File: src/design/xcpd_pkg.sv
package xcpd_pkg;

    localparam int PAYLOAD_DEPTH = 256;
    localparam int ADDR_W = (PAYLOAD_DEPTH > 1) ? $clog2(PAYLOAD_DEPTH) : 1;
    localparam logic [8:0] DEPTH_9 = 9'(PAYLOAD_DEPTH);

    typedef enum logic [1:0] {
        CMD_FEED  = 2'd0,
        CMD_CLEAR = 2'd1,
        CMD_READ  = 2'd2,
        CMD_NONE  = 2'd3
    } cmd_t;

    typedef enum logic [2:0] {
        ST_COMMAND  = 3'd0,
        ST_LENGTH   = 3'd1,
        ST_PAYLOAD  = 3'd2,
        ST_CHECKSUM = 3'd3,
        ST_FINISHED = 3'd4,
        ST_FAILED   = 3'd5
    } status_t;

    typedef struct packed {
        logic [2:0] status;
        logic [7:0] frame_command;
        logic [7:0] frame_length;
        logic       read_valid;
    } meta_t;

    typedef struct packed {
        logic              wr_en;
        logic [ADDR_W-1:0] wr_addr;
        logic [7:0]        wr_data;
        logic              rd_en;
        logic [ADDR_W-1:0] rd_addr;
    } store_req_t;

endpackage

File: src/design/xcpd_parser.sv
module xcpd_parser (
    input  logic                  aclk,
    input  logic                  aresetn,
    input  logic                  accept,
    input  logic [1:0]            cmd,
    input  logic [7:0]            byte_in,
    input  logic [7:0]            read_index,
    output xcpd_pkg::meta_t       meta,
    output xcpd_pkg::store_req_t  store_req
);

    typedef enum logic [5:0] {
        PH_COMMAND  = 6'b000001,
        PH_LENGTH   = 6'b000010,
        PH_PAYLOAD  = 6'b000100,
        PH_CHECKSUM = 6'b001000,
        PH_FINISHED = 6'b010000,
        PH_FAILED   = 6'b100000
    } phase_t;

    phase_t     phase_reg, phase_next;
    logic [7:0] command_reg, command_next;
    logic [7:0] length_reg, length_next;
    logic [7:0] left_reg, left_next;
    logic [7:0] xor_reg, xor_next;
    logic [7:0] pos;
    logic [7:0] left_dec;
    logic       read_hit;
    xcpd_pkg::status_t status;

    always_ff @(posedge aclk) begin
        if (!aresetn) begin
            phase_reg   <= PH_COMMAND;
            command_reg <= 8'd0;
            length_reg  <= 8'd0;
            left_reg    <= 8'd0;
            xor_reg     <= 8'd0;
        end else if (accept) begin
            phase_reg   <= phase_next;
            command_reg <= command_next;
            length_reg  <= length_next;
            left_reg    <= left_next;
            xor_reg     <= xor_next;
        end
    end

    assign pos      = length_reg - left_reg;
    assign left_dec = (left_reg != 8'd0) ? left_reg - 8'd1 : left_reg;

    always_comb begin
        phase_next   = phase_reg;
        command_next = command_reg;
        length_next  = length_reg;
        left_next    = left_reg;
        xor_next     = xor_reg;
        read_hit     = 1'b0;
        store_req.wr_en   = 1'b0;
        store_req.wr_addr = pos[xcpd_pkg::ADDR_W-1:0];
        store_req.wr_data = byte_in;
        store_req.rd_addr = read_index[xcpd_pkg::ADDR_W-1:0];
        case (xcpd_pkg::cmd_t'(cmd))
            xcpd_pkg::CMD_FEED: begin
                case (phase_reg)
                    PH_COMMAND: begin
                        command_next = byte_in;
                        xor_next     = xor_reg ^ byte_in;
                        phase_next   = PH_LENGTH;
                    end
                    PH_LENGTH: begin
                        length_next = byte_in;
                        left_next   = byte_in;
                        xor_next    = xor_reg ^ byte_in;
                        if ({1'b0, byte_in} > xcpd_pkg::DEPTH_9) begin
                            phase_next = PH_FAILED;
                        end else if (byte_in == 8'd0) begin
                            phase_next = PH_CHECKSUM;
                        end else begin
                            phase_next = PH_PAYLOAD;
                        end
                    end
                    PH_PAYLOAD: begin
                        store_req.wr_en = ({1'b0, pos} < xcpd_pkg::DEPTH_9);
                        xor_next  = xor_reg ^ byte_in;
                        left_next = left_dec;
                        if (left_dec == 8'd0) begin
                            phase_next = PH_CHECKSUM;
                        end
                    end
                    PH_CHECKSUM: begin
                        phase_next = (xor_reg == byte_in) ? PH_FINISHED : PH_FAILED;
                    end
                    default: begin
                    end
                endcase
            end
            xcpd_pkg::CMD_CLEAR: begin
                phase_next   = PH_COMMAND;
                command_next = 8'd0;
                length_next  = 8'd0;
                left_next    = 8'd0;
                xor_next     = 8'd0;
            end
            xcpd_pkg::CMD_READ: begin
                read_hit = (phase_reg == PH_FINISHED) && (read_index < length_reg)
                           && ({1'b0, read_index} < xcpd_pkg::DEPTH_9);
            end
            default: begin
            end
        endcase
        store_req.rd_en = read_hit;
    end

    always_comb begin
        case (phase_next)
            PH_COMMAND:  status = xcpd_pkg::ST_COMMAND;
            PH_LENGTH:   status = xcpd_pkg::ST_LENGTH;
            PH_PAYLOAD:  status = xcpd_pkg::ST_PAYLOAD;
            PH_CHECKSUM: status = xcpd_pkg::ST_CHECKSUM;
            PH_FINISHED: status = xcpd_pkg::ST_FINISHED;
            default:     status = xcpd_pkg::ST_FAILED;
        endcase
    end

    assign meta.status        = status;
    assign meta.frame_command = command_next;
    assign meta.frame_length  = length_next;
    assign meta.read_valid    = read_hit;

endmodule

File: src/design/xcpd_store.sv
module xcpd_store (
    input  logic                  aclk,
    input  logic                  accept,
    input  xcpd_pkg::store_req_t  store_req,
    output logic [7:0]            rd_data
);

    logic [7:0] mem [xcpd_pkg::PAYLOAD_DEPTH];
    logic [7:0] rd_data_reg;

    always_ff @(posedge aclk) begin
        if (accept && store_req.wr_en) begin
            mem[store_req.wr_addr] <= store_req.wr_data;
        end
        if (accept && store_req.rd_en) begin
            rd_data_reg <= mem[store_req.rd_addr];
        end
    end

    assign rd_data = rd_data_reg;

endmodule

File: src/design/xor_checked_packet_deframer_top.sv
// Byte-stream frame parser with an XOR checksum and a payload buffer.
// Each input request on the s_ channel carries a command in s_tuser: feed
// the byte in s_tdata[7:0], clear the parser, or read the payload byte at
// s_tdata[15:8]. A frame is a command byte, a length byte, that many payload
// bytes and a checksum byte equal to the XOR of all earlier frame bytes.
// Every request yields exactly one result request on the m_ channel with
// the parser status after that request, the held command and length, and
// on a read the payload byte with its valid flag in m_tuser.
// A request is accepted every cycle while the receiver keeps m_tready high.
// A result goes through the middle stage, then the output register: the
// parser updates and the payload memory read port launches on the accept
// edge; the registered read data joins the output register as it advances.
// When the receiver stalls, the output register and the middle stage both
// hold, and s_tready drops only once both are occupied.
// Reset clears the parser to await command and empties both stages; the
// payload buffer keeps whatever it held and is meaningful only after a
// frame that passed its checksum.
module xor_checked_packet_deframer_top (
    input  logic        aclk,
    input  logic        aresetn,
    input  logic        s_tvalid,
    output logic        s_tready,
    input  logic [15:0] s_tdata,   // byte_in[7:0], read_index[15:8]
    input  logic [1:0]  s_tuser,   // cmd[1:0]
    output logic        m_tvalid,
    input  logic        m_tready,
    output logic [31:0] m_tdata,   // status[2:0], frame_command[10:3],
                                   // frame_length[18:11], read_byte[26:19], zero[31:27]
    output logic        m_tuser    // read_valid
);

    logic                 accept;
    logic                 advance;
    xcpd_pkg::meta_t      meta;
    xcpd_pkg::store_req_t store_req;
    logic [7:0]           rd_data;

    logic                 mid_valid_reg;
    xcpd_pkg::meta_t      mid_meta_reg;
    logic                 out_valid_reg;
    xcpd_pkg::meta_t      out_meta_reg;
    logic [7:0]           out_byte_reg;

    assign advance  = !out_valid_reg || m_tready;
    assign s_tready = !mid_valid_reg || advance;
    assign accept   = s_tvalid && s_tready;

    xcpd_parser u_parser (
        .aclk       (aclk),
        .aresetn    (aresetn),
        .accept     (accept),
        .cmd        (s_tuser),
        .byte_in    (s_tdata[7:0]),
        .read_index (s_tdata[15:8]),
        .meta       (meta),
        .store_req  (store_req)
    );

    xcpd_store u_store (
        .aclk      (aclk),
        .accept    (accept),
        .store_req (store_req),
        .rd_data   (rd_data)
    );

    always_ff @(posedge aclk) begin
        if (!aresetn) begin
            mid_valid_reg <= 1'b0;
            out_valid_reg <= 1'b0;
        end else begin
            if (accept) begin
                mid_valid_reg <= 1'b1;
            end else if (advance) begin
                mid_valid_reg <= 1'b0;
            end
            if (advance) begin
                out_valid_reg <= mid_valid_reg;
            end
        end
    end

    always_ff @(posedge aclk) begin
        if (accept) begin
            mid_meta_reg <= meta;
        end
        if (advance && mid_valid_reg) begin
            out_meta_reg <= mid_meta_reg;
            out_byte_reg <= mid_meta_reg.read_valid ? rd_data : 8'd0;
        end
    end

    assign m_tvalid = out_valid_reg;
    assign m_tdata  = {5'd0, out_byte_reg, out_meta_reg.frame_length,
                       out_meta_reg.frame_command, out_meta_reg.status};
    assign m_tuser  = out_meta_reg.read_valid;

endmodule

File: config.mk
export PLATFORM = sky130hd
export DESIGN_NAME = xor_checked_packet_deframer_top
export DESIGN_NICKNAME = d
export VERILOG_FILES = /design/src/design/xcpd_pkg.sv /design/src/design/xcpd_parser.sv /design/src/design/xcpd_store.sv /design/src/design/xor_checked_packet_deframer_top.sv
export SDC_FILE = /design/constraint.sdc
export NUM_CORES = 2
export LEC_CHECK = 0
export BUFFER_PORTS_ARGS = -buffer_cell sky130_fd_sc_hd__buf_4
export CORE_AREA = 2 2 531 533
export CTS_CLUSTER_DIAMETER = 40
export DETAILED_ROUTE_END_ITERATION = 10
export DIE_AREA = 0 0 533 535
export PLACE_DENSITY_LB_ADDON = 0.25
export SKIP_LAST_GASP = 1
export SYNTH_ARGS = -nofsm -noshare
export SYNTH_HDL_FRONTEND = slang
export SYNTH_SLANG_ARGS = --single-unit
File: constraint.sdc
create_clock -name aclk -period 5.2 [get_ports aclk]
set_input_delay 0.26 -clock aclk [delete_from_list [all_inputs] [get_ports aclk]]
set_output_delay 0.26 -clock aclk [all_outputs]
set_load 0.1 [all_outputs]
Word-level counts from Yosys, hierarchy flattened --
Memories as Yosys holds them, arrays and structs flattened. A register that Yosys moved wholly into a read port is not among the register bits. Index checks and enable logic that the tools add are counted.
Word-level totals: bits in registers 88, bits in writable memories 2048, input bits 22, output and inout port bits 35, logic and storage cells 78, memories kept 1
Memory list:
- u_store.mem | depth 256, width 8, rd ports 1, clocked after memory_dff 1, wr ports 1, line xcpd_store.sv:8 | logic [7:0] mem [xcpd_pkg::PAYLOAD_DEPTH];
Cells by class: add/subtract/negate cells 2, $lt $le $gt $ge 2, equal/unequal tests 15, multiplexer cells 23, bitwise gates (word level) 1, reduce and logical (&&, ||, !) cells 18
Operators by type and width (number):
- $pmux 8 s2 | 5
- $mux 8 | 4
- $pmux 6 s4 | 1
- $mux 6 | 3
- $logic_not 8->1 | 2
- $pmux 3 s5 | 1
- $eq 6x1->1 const B | 2
- $eq 6x2->1 const B | 2
- $eq 6x3->1 const B | 2
- $eq 6x4->1 const B | 2
- $eq 6x5->1 const B | 2
- $pmux 6 s2 | 1
- $gt 8x9->1 const B | 1
- $eq 8x8->1 | 1
- $lt 8x8->1 | 1
- $reduce_bool 8->1 | 1
- $sub 8x1->8 const B | 1
- $sub 8x8->8 | 1
- $xor 8x8->8 | 1
- $mux 1 | 7
- $reduce_and 3->1 | 2
- $logic_and 1x1->1 | 5
- $mux 4 | 1
- $reduce_bool 2->1 | 2
- 8 further kinds | 10

Logic depth before layout (Yosys ltp) --
word-level depth 8, gate-level depth with buffers 12, depth with buffers taken out 11

Modules after synthesis --
Synthesis repeated with hierarchy kept, for this count alone.
Second synthesis, totals: cells, all modules 4196, area, all modules 84467.3 um^2
Modules (own cells, without submodules):
- xcpd_store | times used 1, cells an instance 3716, area an instance 79613.9 um^2, seq. area each 61739.2 um^2
- xcpd_parser | times used 1, cells an instance 409, area an instance 3226.8 um^2, seq. area each 760.7 um^2
- xor_checked_packet_deframer_top | times used 1, cells an instance 71, area an instance 1626.6 um^2, seq. area each 1481.4 um^2

Worst setup path before layout --
Ideal clock, no wire load.
kind register -> register, start point register out_valid_reg (netlist: m_tvalid), end point memory u_store.mem[136][0], enable pin, setup time 383 ps, arrival time 3872 ps, required time 4817 ps, slack 944 ps, cell stages (with the launch flop) 8, buffers on the path 0, period minus slack after synthesis 4256 ps, cells stage by stage dfxtp_1 > nand3b_1 > nand2_1 > inv_1 > nand4_1 > nor2_1 > nand3_1 > nor3_1
On the way: word-level cells in the longest chain between the ends 7
Ends and longest elaborated chain:
- start, declared | line xor_checked_packet_deframer_top.sv:40 | logic out_valid_reg;
- start signal, assigned | line xor_checked_packet_deframer_top.sv:77 | out_valid_reg <= mid_valid_reg;
- $logic_not 1->1 | line xor_checked_packet_deframer_top.sv:44 | assign advance = !out_valid_reg || m_tready;
- $logic_or 1x1->1 | line xor_checked_packet_deframer_top.sv:44
- $logic_or 1x1->1 | line xor_checked_packet_deframer_top.sv:45 | assign s_tready = !mid_valid_reg || advance;
- named net s_tready | line xor_checked_packet_deframer_top.sv:22 | output logic s_tready,
- $logic_and 1x1->1 | line xor_checked_packet_deframer_top.sv:46 | assign accept = s_tvalid && s_tready;
- named net accept | line xor_checked_packet_deframer_top.sv:32 | logic accept;
- $logic_and 1x1->1 | line xcpd_store.sv:12 | if (accept && store_req.wr_en) begin
- $mux 1 | line xcpd_store.sv:12
- $mux 1 (implied by the code) | line xcpd_store.sv:13 | mem[store_req.wr_addr] <= store_req.wr_data;
- end, declared | line xcpd_store.sv:8
The timed path passes the listed nets, and every way through them passes these cells.

Worst setup path in the final report --
start point register u_parser.left_reg[0], end point memory u_store.mem[126][0], enable pin
On the way: word-level cells in the longest chain between the ends 1
Ends and longest elaborated chain:
- start, declared | line xcpd_parser.sv:24 | logic [7:0] left_reg, left_next;
- start signal, assigned | line xcpd_parser.sv:42 | left_reg <= left_next;
- $sub 8x8->8 | line xcpd_parser.sv:47 | assign pos = length_reg - left_reg;
Every way passes these cells.

==> results.md <==
* Share of cells above drive strength 1 at 32.6%
* Routed WL at roughly 230000 µm
* Area contributors post-synth: edfxtp_1 (76%), mux4_2 (14%), a22oi_1 (2.5%)
* Die area at around 0.29 mm²
* Yosys top cell area share at approximately three quarters
* WHS at 0.0812 ns
* Final cycle utilization of the critical path at a little over 80%
* Area Overhead vs Synth at 23.5%
* Worst-Skew Late Latency at approximately 0.97 ns
* Clock transition at path regs at 0.06 ns
* Initial core utilization at between 20% and 30%
* Commonest cells in the netlist: edfxtp_1 (2104), mux4_2 (512), a22oi_1 (277), nor3_1 (269), clkbuf_1 (177)
* Setup crit end kind: flip-flop
* Yosys top cell by area: edfxtp_1
* Cell Rows at between 150 and 200
* Ys flop type: edfxtp_1
* CP required at 5.73 ns
* Final setup viols at 0
* Gr ovfl total at 0
* Clock sinks at between 2k and 2.5k
* Utilization after layout at 36.9%
* Port bufs at slightly above 50
* CP most frequent cell: a21oi_1
* Core ar. at around 0.28 mm²
* Drt first pass iters at 6
* Crit path buffers/inverters at 1
* Cell family with most CP delay: simple AND/OR/NAND/NOR gates
* # IOs at 57
* CTS root buf: clkbuf_16
* FF+latch count, synth at between 2k and 2.5k
* Design Area, Final at between 0.1 and 0.15 mm²
* Total number of vias at ~43k
* Worst slew margin at a little under a fifth
* Post-Syn Area per Cell at about 21 µm²
* Yosys warns at 0
* Leakage power total at roughly 33 nW
* DRT antenna net count at 0
* Fmax at 234 MHz
* Max VDD drop at about 250 µV
* Crit-path cells: ha_1 -> inv_1 -> fa_1 -> a21o_1 -> a21oi_1 -> o21bai_1 -> a21oi_1 -> xnor2_2 -> nand3_1 -> nor3_1
* Drt drc at 0
* Seq/Total Area, Yosys at 76.7%
* CTS Buf Count at between 300 and 400
* Mapped Area at roughly 0.083 mm²
* Vias in the first global route at 44.8k
* GPL Wtd Cong at just over 0.8
* Max clock buf depth at 4
* Outcome: completed
* Crit Path Max Fanout at 12
* Post-DR wirelength/cell at between 20 and 30 µm
* Final #Nets at 4655
* CTS tree: done
* Mapped Cells at a little over 4k
* Die Height at between 500 and 600 µm
* Slew @ Worst Pin at 1.21 ns
* Post-synth EDFFs at about 2.1k
* MaxCap Viol Count at 0
* Antenna violations before repair at 15
* Worst Hold Class: input port to flip-flop
* Chip width at around 530 µm
* CP startpoint kind: flip-flop
* HPWL after detailed placement at about 140000 µm
* Max FFs per register at 2048
* Fin. Hold Viols at 0
* Placed cell areas at 0.0911 mm²
* H-tree depth at 5
* Largest stage delay, worst path at between 0.9 and 1 ns
* Final max-slew violation count at 0
* Count leader, synth: edfxtp_1
* Setup TNS at 0 ns
* CP arrival at between 4 and 5 ns
* Final Critical Period at ~4.3 ns
* GRT Overall Usage at 15.9%
* RSZ-0062 raised after global routing: false
* CP max stage cell: nor3_1
* Vias per inst at 5.03
* FFs w/ async S/R, synth at 0%
* Path type of the worst setup path: flip-flop to flip-flop
* Synth cell types at 65
* Power density over cell area at about 430 mW/mm²
* Largest net degree at the start of global routing at 150
* First-pass GRT wire length at approximately 330000 µm
* Post-Route Skew at just under 0.07 ns
* Initial drt markers at between 4k and 5k
final timing paths:
path / to / depth (start not counted) / slack (ns) / startpoint
worst min-delay path: u_store.rd_data[1]$_DFFE_PP_ / 4 / 0.08 / s_tdata[15]
worst max-delay path: u_store.mem[126][0]$_DFFE_PP_ / 10 / 0.93 / u_parser.left_reg[0]$_SDFFE_PN0P_
worst min register to register: m_tdata[13]$_DFFE_PP_ / 0 / 0.38 / mid_meta_reg[3]$_DFFE_PP_
worst max register to register: u_store.mem[126][0]$_DFFE_PP_ / 10 / 0.93 / u_parser.left_reg[0]$_SDFFE_PN0P_
power by group:
group | total [mW] | switching (mW) | internal [mW]
combinational | 1.93 | 1.30 | 0.634
sequential | 19.0 | 0.0183 | 19.0
clock | 22.9 | 8.34 | 14.6
total | 43.9 | 9.66 | 34.2
worst min-delay path, stage by stage:
cell and delay, ns:
buf_4 0.17, nand2_1 0.22, o22ai_1 0.15, or2_2 0.12
layout by cell type, fill, tap and decap left out, drive strengths merged, types with 16 or more instances in the layout:
cell / synthesis / layout
and2: 20 / 20
nor2: 33 / 33
inv: 24 / 79
nand2: 34 / 34
bufinv: 0 / 41
a22oi: 277 / 277
clkbuf: 177 / 388
dfxtp: 40 / 40
clkinv: 0 / 99
clkinvlp: 0 / 34
o21ai: 38 / 38
buf: 94 / 487
nor4: 37 / 37
nand3: 40 / 40
xnor2: 17 / 17
nor3: 271 / 271
edfxtp: 2104 / 2104
dlygate4sd3: 0 / 19
mux4: 512 / 512
a22o: 16 / 16
nor2b: 33 / 33
a21oi: 138 / 138
o22ai: 16 / 16
through the flow:
stage	setup slack [ns]	std cells	power, mW
after floorplan	0.944	4032	20.4
after global placement	0.919	7972	21.3
after detailed placement	0.978	7972	21.3
after CTS	0.963	8608	44.3
after global routing	0.721	8609	45.2
final	0.930	8611	43.9
timing repair:
item	CTS	global route
endpoints found under the hold margin	359	0
resized for setup	0	0
hold buffers	19	0
buffers inserted	0	0
kinds of logic (layout without fill, tap and decap cells):
kind of cell / Yosys count / after routing / synth area share (%)
DFF: 2144 / 2144 / 76.7
AOI/OAI and AO/OA: 530 / 530 / 4.29
muxes: 516 / 516 / 13.9
and+or+nand+nor: 502 / 502 / 3.17
buffers and inverters: 295 / 1147 / 1.44
xor gates and xnor gates: 24 / 24 / 0.252
adders and majority gates: 16 / 16 / 0.249
other: 1 / 8 / 0.00450
layout make-up:
| cell class | count | area (µm²) |
|---|---|---|
| Antenna cell | 3 | 7.51 |
| Clock buffer | 388 | 8930 |
| Clock inverter | 229 | 2680 |
| Fill cell | 25500 | 176000 |
| Inverter | 24 | 90.1 |
| Multi-Input combinational cell | 1593 | 18400 |
| Sequential cell | 2144 | 64000 |
| Tap cell | 3724 | 4660 |
| Timing Repair Buffer | 506 | 4250 |
layer usage:
metal	global-route usage [%]	wire, µm
met1	22.7	103000
met2	24.8	107000
met3	3.26	15300
met4	4.18	5100
met5	0	0
No activity file was read; power rests on OpenSTA's default activity.
